===== config.mk =====
export PLATFORM = sky130hd
export DESIGN_NAME = k_window_stream_sorter_unit_flat
export DESIGN_NICKNAME = d
export VERILOG_FILES = /design/src/hdl/kws_pkg.sv /design/src/hdl/kws_in_if.sv /design/src/hdl/kws_out_if.sv /design/src/hdl/kws_datapath.sv /design/src/hdl/kws_controller.sv /design/src/hdl/k_window_stream_sorter_unit.sv /design/src/flat_wrapper.sv
export SDC_FILE = /design/constraint.sdc
export NUM_CORES = 1
export LEC_CHECK = 0
export ABC_AREA = 1
export BUFFER_PORTS_ARGS = -buffer_cell sky130_fd_sc_hd__buf_4
export CAP_MARGIN = 20
export CORE_ASPECT_RATIO = 1.25
export CORE_MARGIN = 2
export CORE_UTILIZATION = 60
export CTS_CLUSTER_SIZE = 10
export DETAILED_ROUTE_END_ITERATION = 6
export GPL_TIMING_DRIVEN = 0
export PLACE_DENSITY_LB_ADDON = 0.1
export SYNTH_ARGS = -nofsm -noshare
export SYNTH_HDL_FRONTEND = slang
export SYNTH_SLANG_ARGS = --single-unit

===== constraint.sdc =====
create_clock -name clk -period 5.35 [get_ports clk]
set_input_delay 1.3375 -clock clk [delete_from_list [all_inputs] [get_ports clk]]
set_output_delay 1.3375 -clock clk [all_outputs]
set_load 0.02 [all_outputs]

===== src/hdl/kws_pkg.sv =====
// ----------------------------------------------------------------------------
// kws_pkg: shared types and constants of the k-window stream sorter
// Holds the field widths, the controller state type and the command and
// status groups that pass between the controller and the datapath.
// ----------------------------------------------------------------------------
package kws_pkg;

  localparam int VALUE_W = 32;
  localparam int K_W     = 4;

  // Controller states.
  typedef enum logic [2:0] {
    ST_IDLE,
    ST_SCAN,
    ST_TAIL,
    ST_MOVE,
    ST_EMIT,
    ST_STORE
  } kws_state_t;

  // Commands from the controller to the datapath.
  typedef struct packed {
    logic in_ready;
    logic acc;
    logic scan_rd;
    logic tail_rd;
    logic move;
    logic out_load;
    logic out_last;
    logic store;
  } kws_cmd_t;

  // Status from the datapath to the controller.
  typedef struct packed {
    logic in_valid;
    logic need_release;
    logic fill_zero;
    logic scan_last;
    logic out_free;
    logic is_final;
  } kws_status_t;

endpackage


===== src/hdl/kws_in_if.sv =====
// ----------------------------------------------------------------------------
// kws_in_if: input channel of the k-window stream sorter
// Carries one value per item and the flag that marks the final value.
// ----------------------------------------------------------------------------
interface kws_in_if;

  logic                               valid;
  logic                               ready;
  logic signed [kws_pkg::VALUE_W-1:0] value;
  logic                               is_final;

  modport source (output valid, output value, output is_final, input ready);
  modport sink   (input valid, input value, input is_final, output ready);

endinterface


===== src/hdl/kws_out_if.sv =====
// ----------------------------------------------------------------------------
// kws_out_if: result channel of the k-window stream sorter
// Carries one released value per item and the flag on the last result.
// ----------------------------------------------------------------------------
interface kws_out_if;

  logic                               valid;
  logic                               ready;
  logic signed [kws_pkg::VALUE_W-1:0] sorted_value;
  logic                               last_out;

  modport source (output valid, output sorted_value, output last_out, input ready);
  modport sink   (input valid, input sorted_value, input last_out, output ready);

endinterface


===== src/hdl/kws_datapath.sv =====
// ----------------------------------------------------------------------------
// kws_datapath: window store, minimum search and output register
// Holds the window in a memory with a registered read port, scans it one
// entry a cycle for the minimum and fills the hole with the last entry.
// ----------------------------------------------------------------------------
module kws_datapath #(
  parameter int WINDOW_DEPTH = 16
) (
  input  logic                  clk,
  input  logic                  rst,
  input  logic                  cfg_wr_en,
  input  logic [kws_pkg::K_W-1:0] cfg_wr_data,
  input  kws_pkg::kws_cmd_t     cmd,
  output kws_pkg::kws_status_t  status,
  kws_in_if.sink                din,
  kws_out_if.source             dout
);
  import kws_pkg::*;

  localparam int AW = (WINDOW_DEPTH > 1) ? $clog2(WINDOW_DEPTH) : 1;
  localparam int CW = $clog2(WINDOW_DEPTH + 1);
  localparam int LW = (CW > K_W + 1) ? CW : K_W + 1;

  logic signed [VALUE_W-1:0] mem [WINDOW_DEPTH];
  logic signed [VALUE_W-1:0] rd_data;
  logic [AW-1:0]             rd_addr;

  logic [K_W-1:0]            window_k;
  logic [CW-1:0]             fill;
  logic [AW-1:0]             scan_idx;
  logic                      cmp_pend;
  logic [AW-1:0]             cmp_idx;
  logic signed [VALUE_W-1:0] best;
  logic [AW-1:0]             best_idx;
  logic signed [VALUE_W-1:0] value_q;
  logic                      final_q;
  logic                      out_valid;
  logic signed [VALUE_W-1:0] out_value;
  logic                      out_last;
  logic                      fill_full;
  logic [LW-1:0]             fill_ext;
  logic [LW-1:0]             cap_k;

  // Window capacity is window_k+1, limited by the store depth.
  assign fill_full = (fill == CW'(WINDOW_DEPTH));
  assign fill_ext  = LW'(fill);
  assign cap_k     = LW'(window_k) + LW'(1);

  // Status toward the controller.
  assign status.in_valid     = din.valid;
  assign status.need_release = (fill != '0) && ((fill_ext >= cap_k) || fill_full);
  assign status.fill_zero    = (fill == '0);
  assign status.scan_last    = (CW'(scan_idx) == fill - CW'(1));
  assign status.out_free     = !out_valid || dout.ready;
  assign status.is_final     = final_q;

  // Channel outputs.
  assign din.ready          = cmd.in_ready;
  assign dout.valid         = out_valid;
  assign dout.sorted_value  = out_value;
  assign dout.last_out      = out_last;

  // The tail read fetches the last entry; otherwise the running index is read.
  assign rd_addr = cmd.tail_rd ? AW'(fill - CW'(1)) : scan_idx;

  // Window memory: one write and one registered read per cycle.
  always_ff @(posedge clk) begin
    rd_data <= mem[rd_addr];
    if (cmd.move) begin
      mem[best_idx] <= rd_data;
    end else if (cmd.store && !fill_full) begin
      mem[AW'(fill)] <= value_q;
    end
  end

  // Control registers: configuration, fill count, scan state, output valid.
  always_ff @(posedge clk) begin
    if (rst) begin
      window_k  <= '0;
      fill      <= '0;
      scan_idx  <= '0;
      cmp_pend  <= 1'b0;
      out_valid <= 1'b0;
    end else begin
      if (cfg_wr_en) begin
        window_k <= cfg_wr_data;
      end
      if (cmd.move) begin
        fill <= fill - CW'(1);
      end else if (cmd.store && !fill_full) begin
        fill <= fill + CW'(1);
      end
      if (cmd.scan_rd) begin
        scan_idx <= scan_idx + AW'(1);
      end else begin
        scan_idx <= '0;
      end
      cmp_pend <= cmd.scan_rd;
      if (cmd.out_load) begin
        out_valid <= 1'b1;
      end else if (dout.ready) begin
        out_valid <= 1'b0;
      end
    end
  end

  // Payload registers: input item, running minimum and result.
  always_ff @(posedge clk) begin
    cmp_idx <= scan_idx;
    if (cmd.acc) begin
      value_q <= din.value;
      final_q <= din.is_final;
    end
    if (cmp_pend && ((cmp_idx == '0) || (rd_data < best))) begin
      best     <= rd_data;
      best_idx <= cmp_idx;
    end
    if (cmd.out_load) begin
      out_value <= best;
      out_last  <= cmd.out_last;
    end
  end

  // The window never holds more entries than the store.
  a_fill_bound: assert property (@(posedge clk) disable iff (rst)
    fill <= CW'(WINDOW_DEPTH))
    else $error("fill count beyond store depth");

  // A removal only happens with a nonempty window.
  a_move_nonempty: assert property (@(posedge clk) disable iff (rst)
    cmd.move |-> fill != '0)
    else $error("removal from an empty window");

  // The scan stays within the occupied entries.
  a_scan_range: assert property (@(posedge clk) disable iff (rst)
    cmd.scan_rd |-> CW'(scan_idx) < fill)
    else $error("scan beyond occupied entries");

  // A result is never loaded over one that is still waiting.
  a_out_free: assert property (@(posedge clk) disable iff (rst)
    cmd.out_load |-> (!out_valid || dout.ready))
    else $error("result register overwritten");

endmodule


===== src/hdl/kws_controller.sv =====
// ----------------------------------------------------------------------------
// kws_controller: sequencer of the k-window stream sorter
// Steps each item through release, store and the final flush, and drives
// the datapath by commands while it reads back its status.
// ----------------------------------------------------------------------------
module kws_controller (
  input  logic                 clk,
  input  logic                 rst,
  input  kws_pkg::kws_status_t status,
  output kws_pkg::kws_cmd_t    cmd
);
  import kws_pkg::*;

  kws_state_t state;
  kws_state_t state_next;
  logic       flush;
  logic       flush_next;

  // State and flush mode registers.
  always_ff @(posedge clk) begin
    if (rst) begin
      state <= ST_IDLE;
      flush <= 1'b0;
    end else begin
      state <= state_next;
      flush <= flush_next;
    end
  end

  // Next state logic.
  always_comb begin
    state_next = state;
    flush_next = flush;
    unique case (state)
      ST_IDLE: begin
        if (status.in_valid) begin
          state_next = status.need_release ? ST_SCAN : ST_STORE;
        end
      end
      ST_SCAN: begin
        if (status.scan_last) begin
          state_next = ST_TAIL;
        end
      end
      ST_TAIL: state_next = ST_MOVE;
      ST_MOVE: state_next = ST_EMIT;
      ST_EMIT: begin
        if (status.out_free) begin
          if (!flush) begin
            state_next = ST_STORE;
          end else if (status.fill_zero) begin
            state_next = ST_IDLE;
            flush_next = 1'b0;
          end else begin
            state_next = ST_SCAN;
          end
        end
      end
      ST_STORE: begin
        if (status.is_final) begin
          state_next = ST_SCAN;
          flush_next = 1'b1;
        end else begin
          state_next = ST_IDLE;
        end
      end
      default: state_next = ST_IDLE;
    endcase
  end

  // Command outputs.
  always_comb begin
    cmd = '0;
    unique case (state)
      ST_IDLE: begin
        cmd.in_ready = 1'b1;
        cmd.acc      = status.in_valid;
      end
      ST_SCAN:  cmd.scan_rd = 1'b1;
      ST_TAIL:  cmd.tail_rd = 1'b1;
      ST_MOVE:  cmd.move    = 1'b1;
      ST_EMIT: begin
        cmd.out_load = status.out_free;
        cmd.out_last = flush && status.fill_zero;
      end
      ST_STORE: cmd.store = 1'b1;
      default:  cmd = '0;
    endcase
  end

  // Flush mode is entered only from the store of a final value.
  a_flush_entry: assert property (@(posedge clk) disable iff (rst)
    $rose(flush) |-> $past(state) == ST_STORE && $past(status.is_final))
    else $error("flush entered without a final value");

  // No new value is stored while the window is being flushed.
  a_no_store_in_flush: assert property (@(posedge clk) disable iff (rst)
    cmd.store |-> !flush)
    else $error("store during flush");

  // The last result of a flush returns the sequencer to idle.
  a_last_to_idle: assert property (@(posedge clk) disable iff (rst)
    (cmd.out_load && cmd.out_last) |=> state == ST_IDLE && !flush)
    else $error("flush did not end after last result");

endmodule


===== src/hdl/k_window_stream_sorter_unit.sv =====
// ----------------------------------------------------------------------------
// k_window_stream_sorter_unit: sorter for nearly sorted value streams
// Top level that joins the sequencer and the window datapath.
// ----------------------------------------------------------------------------
// Usage:
//   din carries one signed 32-bit value per item, with is_final set on the
//   last value of a sequence. dout carries released values in ascending
//   window order; last_out marks the final result of a sequence.
//   cfg_wr_en/cfg_wr_data write window_k; the window holds window_k+1
//   values, at most WINDOW_DEPTH. Write it only while the block is idle.
// Sequence:
//   An item that only stores passes from IDLE to STORE. An item that
//   releases a value first runs the minimum search: it reads the window
//   memory one entry a cycle through its single read port, then the last
//   entry moves into the freed slot, the result is emitted and the item
//   is stored. A final item then flushes the window, one result per search.
//   Each result is loaded into the output register in EMIT, after TAIL and MOVE.
// Reset and stalls:
//   rst (synchronous) empties the window and clears window_k to zero.
//   When dout is stalled the sequencer holds before loading the next
//   result; a waiting result does not block the acceptance of an item
//   that only stores.
// ----------------------------------------------------------------------------
module k_window_stream_sorter_unit #(
  parameter int WINDOW_DEPTH = 16
) (
  input  logic                    clk,
  input  logic                    rst,
  input  logic                    cfg_wr_en,
  input  logic [kws_pkg::K_W-1:0] cfg_wr_data,
  kws_in_if.sink                  din,
  kws_out_if.source               dout
);
  import kws_pkg::*;

  kws_cmd_t    cmd;
  kws_status_t status;

  // Sequencer.
  kws_controller u_ctrl (
    .clk    (clk),
    .rst    (rst),
    .status (status),
    .cmd    (cmd)
  );

  // Window store and minimum search.
  kws_datapath #(
    .WINDOW_DEPTH (WINDOW_DEPTH)
  ) u_dp (
    .clk         (clk),
    .rst         (rst),
    .cfg_wr_en   (cfg_wr_en),
    .cfg_wr_data (cfg_wr_data),
    .cmd         (cmd),
    .status      (status),
    .din         (din),
    .dout        (dout)
  );

endmodule

===== src/flat_wrapper.sv =====
// flat-port wrapper written by rule: the top's interface ports become plain ports
module k_window_stream_sorter_unit_flat import kws_pkg::*;
#(
  parameter int WINDOW_DEPTH = 16
)
  (clk, rst, cfg_wr_en, cfg_wr_data, din_valid, din_value, din_is_final, din_ready, dout_valid, dout_sorted_value, dout_last_out, dout_ready);
  kws_in_if din_i ();
  kws_out_if dout_i ();
  input  logic clk;
  input  logic rst;
  input  logic cfg_wr_en;
  input  logic [kws_pkg::K_W-1:0] cfg_wr_data;
  input wire logic [$bits(din_i.valid)-1:0] din_valid;
  input wire logic [$bits(din_i.value)-1:0] din_value;
  input wire logic [$bits(din_i.is_final)-1:0] din_is_final;
  output wire logic [$bits(din_i.ready)-1:0] din_ready;
  output wire logic [$bits(dout_i.valid)-1:0] dout_valid;
  output wire logic [$bits(dout_i.sorted_value)-1:0] dout_sorted_value;
  output wire logic [$bits(dout_i.last_out)-1:0] dout_last_out;
  input wire logic [$bits(dout_i.ready)-1:0] dout_ready;
  assign din_i.valid = din_valid;
  assign din_i.value = din_value;
  assign din_i.is_final = din_is_final;
  assign din_ready = din_i.ready;
  assign dout_valid = dout_i.valid;
  assign dout_sorted_value = dout_i.sorted_value;
  assign dout_last_out = dout_i.last_out;
  assign dout_i.ready = dout_ready;
  k_window_stream_sorter_unit #(.WINDOW_DEPTH(WINDOW_DEPTH)) u_core (.clk(clk), .rst(rst), .cfg_wr_en(cfg_wr_en), .cfg_wr_data(cfg_wr_data), .din(din_i), .dout(dout_i));
endmodule

==> results of run 1 <==
critical path, delay by kind of cell (launching register included):
| family | cells | cell delay (ns) |
|---|---|---|
| AO/OA/AOI/OAI | 1 | 0.16 |
| AND/OR/NAND/NOR | 6 | 1.69 |
| flip-flops | 1 | 0.51 |
| adder cells (fa/ha/maj) | 1 | 0.27 |
| buffers and inverters | 5 | 0.81 |
worst max path at each step:
stage | from | slack (ns) | endpoint
after floorplan | u_core.u_dp.fill[0] | 1.97 | u_core.u_dp.mem[0][0]
after global placement | u_core.u_dp.fill[0] | -0.42 | u_core.u_dp.mem[4][21]
after detailed placement | u_core.u_dp.fill[0] | 1.67 | u_core.u_dp.mem[6][24]
after CTS | u_core.u_dp.fill[0] | 1.62 | u_core.u_dp.mem[6][24]
after global routing | u_core.u_dp.fill[0] | 1.47 | u_core.u_dp.mem[6][24]
final | u_core.u_dp.fill[0] | 1.56 | u_core.u_dp.mem[6][24]
state kept, by name, indices dropped and copies added (netlist names), 5 cells and up:
signal                         flops
u_core.u_dp.dout.sorted_value     32
u_core.u_dp.best                  32
u_core.u_dp.fill                   5
u_core.u_dp.rd_data               32
u_core.u_dp.mem                  512
u_core.u_dp.value_q               32
layout make-up:
class                   instances  share of cell area, %
plain buffers                 110                   2.12
clock buffers                 133                   7.20
clock inverters                 1                 0.0289
inverters                      77                  0.954
multi-input cells            1086                   19.7
flip-flops and latches        669                   64.5
well taps                     565                   2.33
repair buffers                 95                   3.20
report_power, final:
| part | internal (W) | total (W) | switching (W) |
|---|---|---|---|
| Sequential | 0.00707 | 0.00739 | 0.000329 |
| Combinational | 0.00124 | 0.00497 | 0.00372 |
| Clock | 0.00274 | 0.00471 | 0.00198 |
| Total | 0.0110 | 0.0171 | 0.00603 |
through the flow:
step / instance area (um2) / std cells / TNS [ns]
5_1_grt: 30300 / 2736 / 0
3_5_place_dp: 28100 / 2602 / 0
3_3_place_gp: 27600 / 2583 / -85.39
4_1_cts: 30300 / 2736 / 0
2_1_floorplan: 26300 / 1942 / 0
6_report: 30300 / 2736 / 0
kinds of logic (layout without fill, tap and decap cells):
| kind of cell | Yosys count | after routing | synth area share, % |
|---|---|---|---|
| xor+xnor | 12 | 12 | 0.400 |
| compound gates | 475 | 475 | 11.2 |
| fa+ha+maj | 40 | 40 | 1.90 |
| simple gates | 559 | 559 | 8.63 |
| buf+inv | 187 | 416 | 3.54 |
| flops | 669 | 669 | 74.3 |
per-layer routing:
| layer | up-vias | share of wire (%) | global-route usage [%] |
|---|---|---|---|
| met3 | 268 | 12 | 8.03 |
| li1 | 7557 | - | - |
| met1 | 8813 | 35 | 44.9 |
| met4 | 2 | 5.8 | 20.0 |
| met5 | - | 0.014 | 0 |
| met2 | 1281 | 47 | 55.6 |
cell usage in the layout (no fill, tap or decap), drive strengths merged, types with 9 or more instances in the layout:
| master | synthesis | layout |
|---|---|---|
| edfxtp | 614 | 614 |
| o21ai | 279 | 279 |
| nor2 | 274 | 274 |
| buf | 96 | 191 |
| nand2 | 187 | 187 |
| clkbuf | 14 | 147 |
| o221ai | 96 | 96 |
| nand3 | 84 | 84 |
| inv | 77 | 78 |
| dfxtp | 55 | 55 |
| ha | 40 | 40 |
| o211ai | 34 | 34 |
| o21bai | 32 | 32 |
| a21oi | 25 | 25 |
| xor2 | 9 | 9 |
==> impl_metrics.json, run 1 <==
{
  "crit_arrival_ns": 4.09,
  "antenna_left": 0,
  "fp.dieW_um": 191,
  "cts_hold_buf": 0,
  "cts_buffers": 76,
  "synth_top_area_cell": "edfxtp_1",
  "synth_nets": 2024,
  "reg2reg_to": "u_core.u_dp.mem[6][24]",
  "synthCells": 1942,
  "die_h_um": 238,
  "worstHoldStart": "u_core.u_dp.cmp_idx[2]",
  "clkTransAtPathRegs_ns": 0.06,
  "async_flop_share_pct": 0,
  "final_util_pct": 70.1,
  "reg2reg_from": "u_core.u_dp.fill[0]",
  "synth_edf_count": 614,
  "synth_ff_type": "edfxtp_1",
  "reg2reg_slack_ns": 1.56,
  "crit_required_ns": 5.65,
  "cp_slowest_cell": "nor2_4",
  "multi_input_area_mm2": 0.00595,
  "hold_depth": 0,
  "synth_area_leaders": "edfxtp_1 70%, o21ai_0 4.5%, dfxtp_1 4.2%, nor2_1 3.9%, o221ai_1 3.2%",
  "place_ws_ns": 1.67,
  "start_kind": "register",
  "rr_worst_depth": 13,
  "synth_top_area_share_pct": 70.2,
  "setup_violations": 0,
  "cts_setup_buffers": 0,
  "grt_pass1_vias": 17700,
  "routed_via_density": 6.55,
  "slew_violations": 0,
  "finalPower_w": 0.0171,
  "gr-usage-all-layers_pct": 35.1,
  "avgSynthCellArea_um2": 13.5,
  "grt_max_degree": 34,
  "cts_root_buf": "clkbuf_16",
  "cpPeakStageDelay_ns": 0.87,
  "portBuffers": 76,
  "start_util_pct": 60.9,
  "crit_type": "register to register",
  "tightest_slew_ns": 1.14,
  "first_iter_violations": 2238,
  "num_antenna_cells": 0,
  "ir_drop_mv": 0.295,
  "wl_per_cell_um": 28.7,
  "hold_path_end": "u_core.u_dp.best_idx[2]",
  "yosysWarnings": 0,
  "p_leak_nw": 10.5,
  "syn_to_final_growth_pct": 15.2,
  "max_slew_margin_pct": 23.9,
  "clockBufferDepth": 3,
  "ys_seq_area_share_pct": 74.3,
  "dpl.hpwl_um": 50800,
  "timing.final.hold_violations": 0,
  "clock_sinks": 669,
  "gp_congestion": 0.880,
  "critPathCaptureType": "register",
  "rsz0062_at_grt": "no",
  "ctsResizeCount": 0,
  "path_cells": "inv_2 -> ha_1 -> nand3_2 -> inv_2 -> nand2_2 -> nand2_2 -> inv_2 -> buf_4 -> nand2_1 -> o21ai_1 -> nand3_1 -> nor2_4 -> buf_16",
  "cts_max_level": 3,
  "cap_violations": 0,
  "cp_max_fo": 19,
  "clock-skew-final_ns": 0.0187,
  "cts_tree": "built",
  "min_period_over_period_pct": 70.8,
  "worst_slack_ns": 1.56,
  "die_area_mm2": 0.0455,
  "status": "completed",
  "max_freq_mhz": 264,
  "grt_overflow": 0,
  "fillers": 2897,
  "post-route-min-period_ns": 3.79,
  "grt_pass1_wl_um": 113000,
  "drc": 0,
  "ios": 77,
  "cp_common_cell": "inv_2",
  "power_density_mw_per_mm2": 564,
  "synth_commonest_cells": "614 x edfxtp_1, 272 x nor2_1, 237 x o21ai_0",
  "synth.distinct_cells": 40,
  "yosysMostFrequentCell": "edfxtp_1",
  "std_cell_rows": 85,
  "hold_path.class": "register to register",
  "dr.pass1.iters": 5,
  "num-nets-final": 2197,
  "insertion_delay_ns": 0.61,
  "hold_ws_ns": 0.426,
  "vias": 17900,
  "final-seq-area_mm2": 0.0195,
  "grt_antenna_before_repair": 2,
  "synth-seq-cells": 669,
  "core_area_mm2": 0.0432,
  "layout-drive-gt1-share_pct": 14.7,
  "totalWireLength_um": 78400,
  "synth_area_mm2": 0.0263
}
(Power assumes the default switching activity.)
==> inputs of run 2 (changes only) <==
--- a/config.mk
+++ b/config.mk
@@ -5,12 +5,12 @@
 export SDC_FILE = /design/constraint.sdc
 export NUM_CORES = 1
 export LEC_CHECK = 0
-export ABC_AREA = 1
+export ABC_AREA = 0
 export BUFFER_PORTS_ARGS = -buffer_cell sky130_fd_sc_hd__buf_4
 export CAP_MARGIN = 20
 export CORE_ASPECT_RATIO = 1.25
 export CORE_MARGIN = 2
-export CORE_UTILIZATION = 60
+export CORE_UTILIZATION = 56
 export CTS_CLUSTER_SIZE = 10
 export DETAILED_ROUTE_END_ITERATION = 6
 export GPL_TIMING_DRIVEN = 0
==> constraint.sdc (replaced) <==
create_clock -name clk -period 3.3 [get_ports clk]
set_input_delay 0.825 -clock clk [delete_from_list [all_inputs] [get_ports clk]]
set_output_delay 0.825 -clock clk [all_outputs]
set_load 0.02 [all_outputs]
==> run 2 against run 1 <==
Against the previous run: sequential power up 45%; combinational power shrank 29%; critical path depth down 3; final area increased by 0.54%; power increased by 28%; synthesized area is 1.9% lower; setup slack lost 1.4 ns; largest cell class unchanged; highest routed layer is now met4.
==> impl_metrics.json, run 2 <==
{
  "drc": 0,
  "fillers": 2938,
  "yosysWarnings": 0,
  "final_cell_mix": "614 x edfxtp_1, 128 x mux4_2, 102 x mux2i_1",
  "reg2reg_slack_ns": 0.11,
  "reg2reg_to": "u_core.u_dp.mem[13][3]",
  "ir_drop_mv": 0.496,
  "p_leak_nw": 10.8,
  "place_inst": 1917,
  "post-route-min-period_ns": 3.19,
  "synth_area_mm2": 0.0258,
  "totalWireLength_um": 56600,
  "grt_pass1_wl_um": 84200,
  "synth_area_leaders": "edfxtp_1 71%, mux4_2 11%, dfxtp_1 4.3%, mux2i_1 4.0%, ha_1 1.9%",
  "grt_antenna_before_repair": 0,
  "syn_to_final_growth_pct": 18.1,
  "cts_root_buf": "clkbuf_16",
  "max_freq_mhz": 314,
  "cap_violations": 0,
  "portBuffers": 75,
  "synth-seq-cells": 669,
  "num-nets-final": 1524,
  "min_period_over_period_pct": 96.6,
  "crit_required_ns": 3.58,
  "core_area_mm2": 0.0453,
  "insertion_delay_ns": 0.60,
  "max_slew_margin_pct": 32.4,
  "clock_sinks": 669,
  "largest_reg_flops": 512,
  "final_common_cell": "edfxtp_1",
  "layout-drive-gt1-share_pct": 29.8,
  "synthMuxAreaShare_pct": 16.5,
  "reg2reg_from": "u_core.u_dp.fill[0]",
  "synth-xor-area-share_pct": 0.475,
  "synth.distinct_cells": 49,
  "dr.pass1.iters": 5,
  "rsz0062_at_grt": "yes",
  "die_h_um": 244,
  "gr-usage-all-layers_pct": 24.7,
  "grt_max_degree": 22,
  "cp_max_fo": 12,
  "timing.final.hold_violations": 0,
  "cts_max_level": 3,
  "wl_per_cell_um": 27.3,
  "die_area_mm2": 0.0478,
  "async_flop_share_pct": 0,
  "hold_depth": 0,
  "hold_path_end": "u_core.u_dp.cmp_idx[2]",
  "avgSynthCellArea_um2": 20.8,
  "start_util_pct": 56.9,
  "cts_buffers": 77,
  "crit_type": "register to register",
  "top_register": "u_core.u_dp.mem",
  "grt_pass1_vias": 13200,
  "rr_worst_depth": 10,
  "synth_nets": 1320,
  "yosysMostFrequentCell": "edfxtp_1",
  "start_kind": "register",
  "gp_congestion": 0.785,
  "synth_top_family_by_area": "multiplexers",
  "ys_seq_area_share_pct": 75.8,
  "clockBufferDepth": 3,
  "synth_commonest_cells": "614 x edfxtp_1, 128 x mux4_2, 102 x mux2i_1",
  "power_density_mw_per_mm2": 717,
  "synth_top_area_share_pct": 71.5,
  "vias": 12500,
  "finalNonFillerCells": 2073,
  "num_antenna_cells": 0,
  "yosys.area_share.simple_pct": 2.01,
  "cts_hold_buf": 0,
  "tightest_slew_ns": 1.01,
  "synth_adder_area_share_pct": 1.94,
  "fp.dieW_um": 196,
  "cts_tree": "built",
  "dpl.hpwl_um": 35700,
  "synth_ff_type": "edfxtp_1",
  "worstHoldStart": "u_core.u_dp.scan_idx[2]",
  "synthCells": 1238,
  "grt_overflow": 0,
  "synth_compound_area_share_pct": 1.46,
  "ios": 77,
  "hold_path.class": "register to register",
  "synth_top_area_cell": "edfxtp_1",
  "antenna_left": 0,
  "clkTransAtPathRegs_ns": 0.06,
  "synth_edf_count": 614,
  "first_iter_violations": 1031,
  "slew_violations": 0,
  "status": "completed",
  "std_cell_rows": 87,
  "clock-skew-final_ns": 0.0242,
  "crit_arrival_ns": 3.47,
  "setup_violations": 0,
  "finalPower_w": 0.0218,
  "critPathCaptureType": "register",
  "routed_via_density": 6.02
}
-- run 2: through the flow --
stage                     cell area, um2  hold WS (ns)  worst slack (ns)  utilization [%]  setup TNS, ns
after floorplan                    25800         0.329            -0.191                -         -87.49
after global placement             27100         0.347             -2.44             59.9       -1475.21
after detailed placement           27800         0.340             -1.52             61.4        -969.06
after CTS                          30400         0.360            0.0516             67.1              0
after global routing               30500         0.366           -0.0177             67.2        -0.0315
final                              30500         0.359             0.113             67.2              0
-- run 2: layer usage --
metal | part of all wire (%) | up-vias | track usage, %
met3 | 5.3 | 89 | 3.63
met5 | 0 | - | 0
met4 | 2.6 | 0 | 8.82
met2 | 52 | 399 | 42.5
met1 | 40 | 6536 | 32.4
li1 | - | 5460 | -
-- run 2: cells by family (layout without fill, tap and decap cells) --
logic type / after synthesis / after routing
flip-flops: 669 / 669
multiplexers: 262 / 262
AND/OR/NAND/NOR: 106 / 106
buffers and inverters: 89 / 346
AO/OA/AOI/OAI: 58 / 58
adder cells (fa/ha/maj): 40 / 40
XOR/XNOR: 14 / 14
-- run 2: where the power goes --
group	total [W]	leakage [nW]	switching, W	internal, W
Combinational	0.00353	3.78	0.00212	0.00142
Sequential	0.0107	6.00	0.000257	0.0104
Clock	0.00760	1.06	0.00308	0.00452
Total	0.0218	10.8	0.00545	0.0164
-- run 2: critical path: stages, from the launching register on --
cell and delay (ns):
dfxtp_1 0.34, clkbuf_2 0.25, inv_1 0.21, ha_1 0.33, nor3b_4 0.21, a21boi_4 0.40, buf_8 0.26, a32oi_4 0.22
nor2_4 0.24, buf_16 0.19, buf_16 0.17
-- run 2: how the worst max path moves through the flow --
stage | from | cells past startpoint | endpoint
floorplan | u_core.u_dp.fill[0] | 8 | u_core.u_dp.mem[1][0]
global placement | u_core.u_dp.fill[0] | 8 | u_core.u_dp.mem[15][2]
detailed placement | u_core.u_dp.fill[0] | 10 | u_core.u_dp.mem[4][11]
CTS | u_core.u_dp.fill[0] | 10 | u_core.u_dp.mem[15][4]
global route | u_core.u_dp.fill[0] | 8 | u_core.u_dp.rd_data[15]
finish | u_core.u_dp.fill[0] | 10 | u_core.u_dp.mem[13][3]
-- run 2: layout make-up --
type	count	area, um2	area share [%]
plain buffers	52	350	1.15
clock buffers	131	2210	7.27
clock inverters	1	8.76	0.0288
inverters	37	139	0.456
multi-input cells	480	6050	19.9
flip-flops and latches	669	19500	64.2
well taps	578	723	2.37
repair buffers	125	1430	4.69
-- run 2: what timing repair did --
item / 4_1_cts / 5_1_grt
endpoints found under the setup margin: 1063 / 322
buffers inserted: 23 / 1
resized for setup: 20 / 17
pin swaps: 18 / 1
